<file path="config.mk">
export PLATFORM = sky130hd
export DESIGN_NAME = controller_change_event_generator
export DESIGN_NICKNAME = d
export VERILOG_FILES = /design/src/sv/ccegen_pkg.sv /design/src/sv/controller_change_event_generator.sv
export SDC_FILE = /design/constraint.sdc
export NUM_CORES = 1
export LEC_CHECK = 0
export ABC_AREA = 1
export BUFFER_PORTS_ARGS = -buffer_cell sky130_fd_sc_hd__clkbuf_2
export CAP_MARGIN = 20
export CELL_PAD_IN_SITES_DETAIL_PLACEMENT = 1
export CELL_PAD_IN_SITES_GLOBAL_PLACEMENT = 1
export CORE_ASPECT_RATIO = 0.6
export CORE_MARGIN = 4
export CORE_UTILIZATION = 42
export CTS_BUF_LIST = sky130_fd_sc_hd__clkbuf_8
export DETAILED_ROUTE_END_ITERATION = 6
export GPL_TIMING_DRIVEN = 0
export PLACE_DENSITY_LB_ADDON = 0.1
export RECOVER_POWER = 100
export SETUP_SLACK_MARGIN = 0.5
export SLEW_MARGIN = 0
export SYNTH_ARGS = -nofsm -noshare
export SYNTH_HDL_FRONTEND = slang
export SYNTH_SLANG_ARGS = --single-unit
export TNS_END_PERCENT = 100
</file>
<file path="constraint.sdc">
create_clock -name clk_i -period 5.7 [get_ports clk_i]
set_input_delay 1.14 -clock clk_i [delete_from_list [all_inputs] [get_ports clk_i]]
set_output_delay 1.14 -clock clk_i [all_outputs]
set_load 0.005 [all_outputs]
</file>
<file path="src/sv/ccegen_pkg.sv">
// ----------------------------------------------------------------------------
// ccegen_pkg
// shared types and constants of the controller change event generator
// ----------------------------------------------------------------------------
package ccegen_pkg;

  localparam int unsigned AxisSlots   = 7;
  localparam int unsigned ButtonSlots = 32;
  localparam int unsigned AxisCount   = 7;
  localparam int unsigned ButtonCount = 32;

  localparam int unsigned AxisW  = 16;
  localparam int unsigned KindW  = 2;
  localparam int unsigned IndexW = 5;
  localparam int unsigned ValueW = 16;

  typedef enum logic [KindW-1:0] {
    KindConnect    = 2'd0,
    KindDisconnect = 2'd1,
    KindAxis       = 2'd2,
    KindButton     = 2'd3
  } event_kind_e;

  typedef logic [AxisW-1:0] axis_t;

endpackage

</file>
<file path="src/sv/controller_change_event_generator.sv">
// ----------------------------------------------------------------------------
// controller_change_event_generator
// turns game controller poll snapshots into connect, disconnect, axis and
// button change events, at most one per poll
// ----------------------------------------------------------------------------
// usage:
//   input channel: one poll beat (valid flag, seven axes, 32 buttons) is taken
//   when in_valid_i is high and in_stall_o is low
//   output channel: one event beat (kind, index, value) is delivered when
//   out_valid_o is high and out_stall_i is low; a poll with nothing to report
//   gives no beat
//   path: an accepted poll is taken into the input register, and the
//   event register loads from it when the poll advances out of the input
//   register with an event to report
//   throughput: one poll per cycle unless an event beat is held; the
//   combinational compare and priority logic between input and event
//   register updates the stored snapshot as the poll leaves the input register
//   stall: a held event beat keeps its payload; polls that yield no event
//   still drain, and one that yields an event waits in the input register
//   with in_stall_o high
//   reset: link is down, stored axes and buttons are zero, both registers
//   are empty
// ----------------------------------------------------------------------------
module controller_change_event_generator
  import ccegen_pkg::*;
(
  input  logic        clk_i,
  input  logic        rst_ni,

  input  logic        in_valid_i,
  output logic        in_stall_o,
  input  logic        poll_valid_i,
  input  logic [15:0] axis_x_i,
  input  logic [15:0] axis_y_i,
  input  logic [15:0] axis_z_i,
  input  logic [15:0] axis_r_i,
  input  logic [15:0] axis_u_i,
  input  logic [15:0] axis_v_i,
  input  logic [15:0] hat_angle_i,
  input  logic [31:0] button_bits_i,

  output logic        out_valid_o,
  input  logic        out_stall_i,
  output logic [1:0]  event_kind_o,
  output logic [4:0]  event_index_o,
  output logic [15:0] event_value_o
);

  // input register
  logic                   s1_valid_q;
  logic                   poll_valid_q;
  axis_t                  axis_q [AxisSlots];
  logic [ButtonSlots-1:0] button_q;

  // stored snapshot
  logic                   link_up_q, link_up_d;
  axis_t                  axis_store_q [AxisSlots];
  axis_t                  axis_store_d [AxisSlots];
  logic [ButtonSlots-1:0] button_store_q, button_store_d;

  // event register
  logic                   out_valid_q, out_valid_d;
  event_kind_e            kind_q, kind_d;
  logic [IndexW-1:0]      index_q, index_d;
  logic [ValueW-1:0]      value_q, value_d;

  logic                   has_evt;
  logic                   advance;
  logic                   in_accept;
  logic                   axis_hit;
  logic [IndexW-1:0]      axis_idx;
  logic                   btn_hit;
  logic [IndexW-1:0]      btn_idx;
  logic [ButtonSlots-1:0] btn_diff;

  assign advance    = s1_valid_q && (!has_evt || !out_valid_q || !out_stall_i);
  assign in_stall_o = s1_valid_q && !advance;
  assign in_accept  = in_valid_i && !in_stall_o;

  always_ff @(posedge clk_i or negedge rst_ni) begin
    if (!rst_ni) begin
      s1_valid_q <= 1'b0;
    end else if (in_accept) begin
      s1_valid_q <= 1'b1;
    end else if (advance) begin
      s1_valid_q <= 1'b0;
    end
  end

  always_ff @(posedge clk_i) begin
    if (in_accept) begin
      poll_valid_q <= poll_valid_i;
      axis_q[0]    <= axis_x_i;
      axis_q[1]    <= axis_y_i;
      axis_q[2]    <= axis_z_i;
      axis_q[3]    <= axis_r_i;
      axis_q[4]    <= axis_u_i;
      axis_q[5]    <= axis_v_i;
      axis_q[6]    <= hat_angle_i;
      button_q     <= button_bits_i;
    end
  end

  // lowest changed axis
  always_comb begin
    axis_hit = 1'b0;
    axis_idx = '0;
    for (int i = AxisCount - 1; i >= 0; i--) begin
      if (axis_q[i] != axis_store_q[i]) begin
        axis_hit = 1'b1;
        axis_idx = IndexW'(i);
      end
    end
  end

  // lowest changed button
  always_comb begin
    btn_diff = button_q ^ button_store_q;
    btn_hit  = 1'b0;
    btn_idx  = '0;
    for (int i = ButtonCount - 1; i >= 0; i--) begin
      if (btn_diff[i]) begin
        btn_hit = 1'b1;
        btn_idx = IndexW'(i);
      end
    end
  end

  always_comb begin
    has_evt        = 1'b0;
    kind_d         = KindConnect;
    index_d        = '0;
    value_d        = '0;
    link_up_d      = link_up_q;
    axis_store_d   = axis_store_q;
    button_store_d = button_store_q;
    if (poll_valid_q && !link_up_q) begin
      has_evt   = 1'b1;
      kind_d    = KindConnect;
      link_up_d = 1'b1;
    end else if (!poll_valid_q) begin
      if (link_up_q) begin
        has_evt   = 1'b1;
        kind_d    = KindDisconnect;
        link_up_d = 1'b0;
      end
    end else if (axis_hit) begin
      has_evt  = 1'b1;
      kind_d   = KindAxis;
      index_d  = axis_idx;
      value_d  = axis_q[axis_idx[2:0]];
      axis_store_d[axis_idx[2:0]] = axis_q[axis_idx[2:0]];
    end else if (btn_hit) begin
      has_evt  = 1'b1;
      kind_d   = KindButton;
      index_d  = btn_idx;
      value_d  = ValueW'(button_q[btn_idx]);
      button_store_d[btn_idx] = button_q[btn_idx];
    end
  end

  always_ff @(posedge clk_i or negedge rst_ni) begin
    if (!rst_ni) begin
      link_up_q      <= 1'b0;
      axis_store_q   <= '{default: '0};
      button_store_q <= '0;
    end else if (advance) begin
      link_up_q      <= link_up_d;
      axis_store_q   <= axis_store_d;
      button_store_q <= button_store_d;
    end
  end

  always_comb begin
    out_valid_d = out_valid_q;
    if (advance && has_evt) begin
      out_valid_d = 1'b1;
    end else if (!out_stall_i) begin
      out_valid_d = 1'b0;
    end
  end

  always_ff @(posedge clk_i or negedge rst_ni) begin
    if (!rst_ni) begin
      out_valid_q <= 1'b0;
    end else begin
      out_valid_q <= out_valid_d;
    end
  end

  always_ff @(posedge clk_i) begin
    if (advance && has_evt) begin
      kind_q  <= kind_d;
      index_q <= index_d;
      value_q <= value_d;
    end
  end

  assign out_valid_o   = out_valid_q;
  assign event_kind_o  = kind_q;
  assign event_index_o = index_q;
  assign event_value_o = value_q;

endmodule

</file>
==> reports/metrics.cfg <==
[synth]
yosys.area_share.adder_pct = 0
ys_seq_elements = 315
synth_cells = 1549
synth-compound-area-share_pct = 7.89
synth_nets = 1698
synth_edf_count = 168
synth_top_family_by_area = simple AND/OR/NAND/NOR gates
yosys.area_share.simple_pct = 21.3
muxShareOfSynthArea_pct = 0.134
ys_types = 47
seq_area_frac_synth_pct = 58.3
synth_ff_type = edfxtp_1
synthXorXnorAreaFrac_pct = 5.39
synthArstFlopShare_pct = 46.7
ys_warn_count = 0
syn_area_per_cell_um2 = 9.66
syn_area_um2 = 15000

[detailed_routing]
vias = 12253
ant_nets = 0
routed_wl_mm = 52.2
wire_per_inst_um = 22.7
drtPass1Iterations = 6
drtIter0Drc = 964
drcViolationCount = 0
vias_per_cell = 5.33

[cts]
hold_buffers = 0
numCtsBuffers = 50
htreeDepth = 2
clock_latency_ns = 0.60
cts_setup_buffers = 0
clk_pin_slew_ns = 0.06
ctsRootBufferMaster = clkbuf_8
clkSinkCount = 315
clockBufferDepth = 3
cts_tree = built

[die]
initial_core_util_pct = 42.6
rows = 53
core_area_um2 = 35100
die_area_um2 = 38800
die_y_um = 154
dieWidth_um = 252
boundaryPins = 174

[critical_path]
cp_data_arrival_time_ns = 5.77
critPathMaxStageDelay_ns = 0.66
cp_max_fo = 10
end_kind = flop
start_kind = flop
path_class = reg2reg
crit_chain = xnor2_1 -> inv_1 -> nor4b_2 -> nand4_1 -> nor4_1 -> inv_1 -> o211ai_1 -> nand2_1 -> nand2_1 -> nand2_1 -> nand2_1 -> inv_1 -> clkbuf_1 -> nand2_1 -> o21ai_0 -> nor4_2 -> clkbuf_1 -> inv_1 -> nand2_1 -> o21ai_0
cpMaxStageDelayCell = nor4b_2
cp_top_family = simple AND/OR/NAND/NOR gates
critical_path_required_ns = 6.14
crit_buf_inv = 6
crit_top_cell = nand2_1

[timing]
rsz0062_at_grt = no
period_share_pct = 93.4
slew_headroom_pct = -118
tightest_slew_ns = 3.27
hold_violations = 0
finClkSkew_ns = 0.0169
fmax_mhz = 188
drv_slew = 54
post-route-min-period_ns = 5.32
setup_viol = 0

[global_route]
grt_pass1_vias = 12600
grt_max_degree = 96
antenna_found_initial = 1
grt.overflow.total = 0
grt_pass1_wl_mm = 78.0
grt_usage_pct = 26.8

[finish]
design_area_um2 = 17600
diodes = 0
layout_commonest_cell = nand2_1
final_nets = 1939
layoutNonFillerInstCount = 2298
synthToLayoutAreaGrowth_pct = 17.4
final_cell_mix = nand2_1, inv_1, edfxtp_1, nor2_1, dfrtp_1
drive_above_1_share_pct = 16.3

[pwr]
vdd_drop_max_mv = 0.191
leakage_nw = 7.74
power_density_nw_per_um2 = 310

[place]
place_congestion = 0.923
dp_cells = 2201
io_buffers = 173
dpl-instance-area_um2 = 16600
hpwl_mm = 40.2

[run_status]
outcome = complete, but fails checks
violations = capacitance limit, slew limit

[flow_run]
drv_cap = 1

[hold_path]
min_path_type = reg2reg

[synth_stat cells, drive strengths merged, types with 14 or more instances]
| cell | number | area [um^2] |
|---|---|---|
| a21oi | 30 | 150 |
| a22o | 15 | 131 |
| buf | 14 | 114 |
| clkbuf | 27 | 101 |
| dfrtp | 147 | 3680 |
| edfxtp | 168 | 5040 |
| inv | 215 | 807 |
| nand2 | 338 | 1320 |
| nand3 | 56 | 435 |
| nand4 | 38 | 238 |
| nor2 | 155 | 589 |
| nor3 | 29 | 155 |
| nor4 | 22 | 169 |
| o21a | 21 | 158 |
| o21ai | 114 | 571 |
| xnor2 | 61 | 534 |
| xor2 | 31 | 272 |
[logic make-up (layout without fill, tap and decap cells)]
| logic type | Yosys count | count (layout) |
|---|---|---|
| DFF | 315 | 315 |
| and+or+nand+nor | 676 | 676 |
| muxes | 2 | 2 |
| AOI/OAI and AO/OA | 201 | 201 |
| buffers and inverters | 263 | 545 |
| xor gates and xnor gates | 92 | 92 |
[cell type report]
cell class / count / area [um^2]
Clock buffer: 60 / 826
Fill cell: 4118 / 17500
Inverter: 222 / 837
Buffer: 41 / 216
Clock inverter: 33 / 213
Timing Repair Buffer: 189 / 923
Sequential cell: 315 / 8720
Multi-Input combinational cell: 971 / 5240
Tap cell: 467 / 584
[report_power, final]
part	switching, mW	total, mW	leakage [nW]	internal (mW)
Combinational	0.438	0.654	3.65	0.216
Sequential	0.132	2.74	3.49	2.61
Clock	0.958	2.05	0.610	1.09
[metal layers]
| metal | vias to the layer above | track usage, % | share of wire [%] |
|---|---|---|---|
| li1 | 5584 | - | - |
| met5 | - | 0 | 0 |
| met2 | 449 | 36.0 | 39 |
| met3 | 58 | 7.39 | 9.0 |
| met4 | 0 | 5.12 | 1.4 |
| met1 | 6162 | 43.0 | 50 |
[path summary, 6_finish.rpt]
path | slack [ns] | to | cells after the start | from
hold / removal | 0.50 | axis_store_q[75] | 2 | axis_store_q[75]
min in group asynchronous | 1.59 | button_store_q[18] | 1 | rst_ni
max in group asynchronous | 1.17 | axis_store_q[58] | 2 | rst_ni
setup reg to reg | 0.38 | axis_store_q[25] | 20 | axis_q[4][8]
setup / recovery | 0.38 | axis_store_q[25] | 20 | axis_q[4][8]
hold reg to reg | 0.50 | axis_store_q[75] | 2 | axis_store_q[75]
[worst min-delay path: stages, from the launching register on]
cell     delay, ns
dfrtp_1       0.36
nand2_1       0.05
o21ai_0       0.06
[flip-flops by register name, summed over array words and instances (netlist names)]
| name | cells |
|---|---|
| poll_valid_q | 1 |
| axis_store_q | 112 |
| event_index_o | 5 |
| event_value_o | 16 |
| link_up_q | 1 |
| s1_valid_q | 1 |
| button_store_q | 32 |
| button_q | 32 |
| axis_q | 112 |
| event_kind_o | 2 |
| out_valid_o | 1 |
[per-stage QoR]
step / TNS [ns] / total power, mW / setup WS (ns) / utilization [%] / hold WS, ns
finish: 0 / 5.44 / 0.377 / 50.1 / 0.503
floorplan: 0 / 3.09 / 1.37 / - / 0.467
CTS: 0 / 5.48 / 0.530 / 50.3 / 0.491
detailed placement: 0 / 3.43 / 0.178 / 47.2 / 0.490
global placement: -70.34 / 3.40 / -0.503 / 46.8 / 0.484
global route: 0 / 5.67 / 0.253 / 50.1 / 0.527
[repair_timing]
item                                   4_1_cts  5_1_grt
resized for setup                            7       12
setup endpoints to repair                  152      166
endpoints found under the hold margin        0        0
Note: power is estimated with default switching activity, not from simulation.
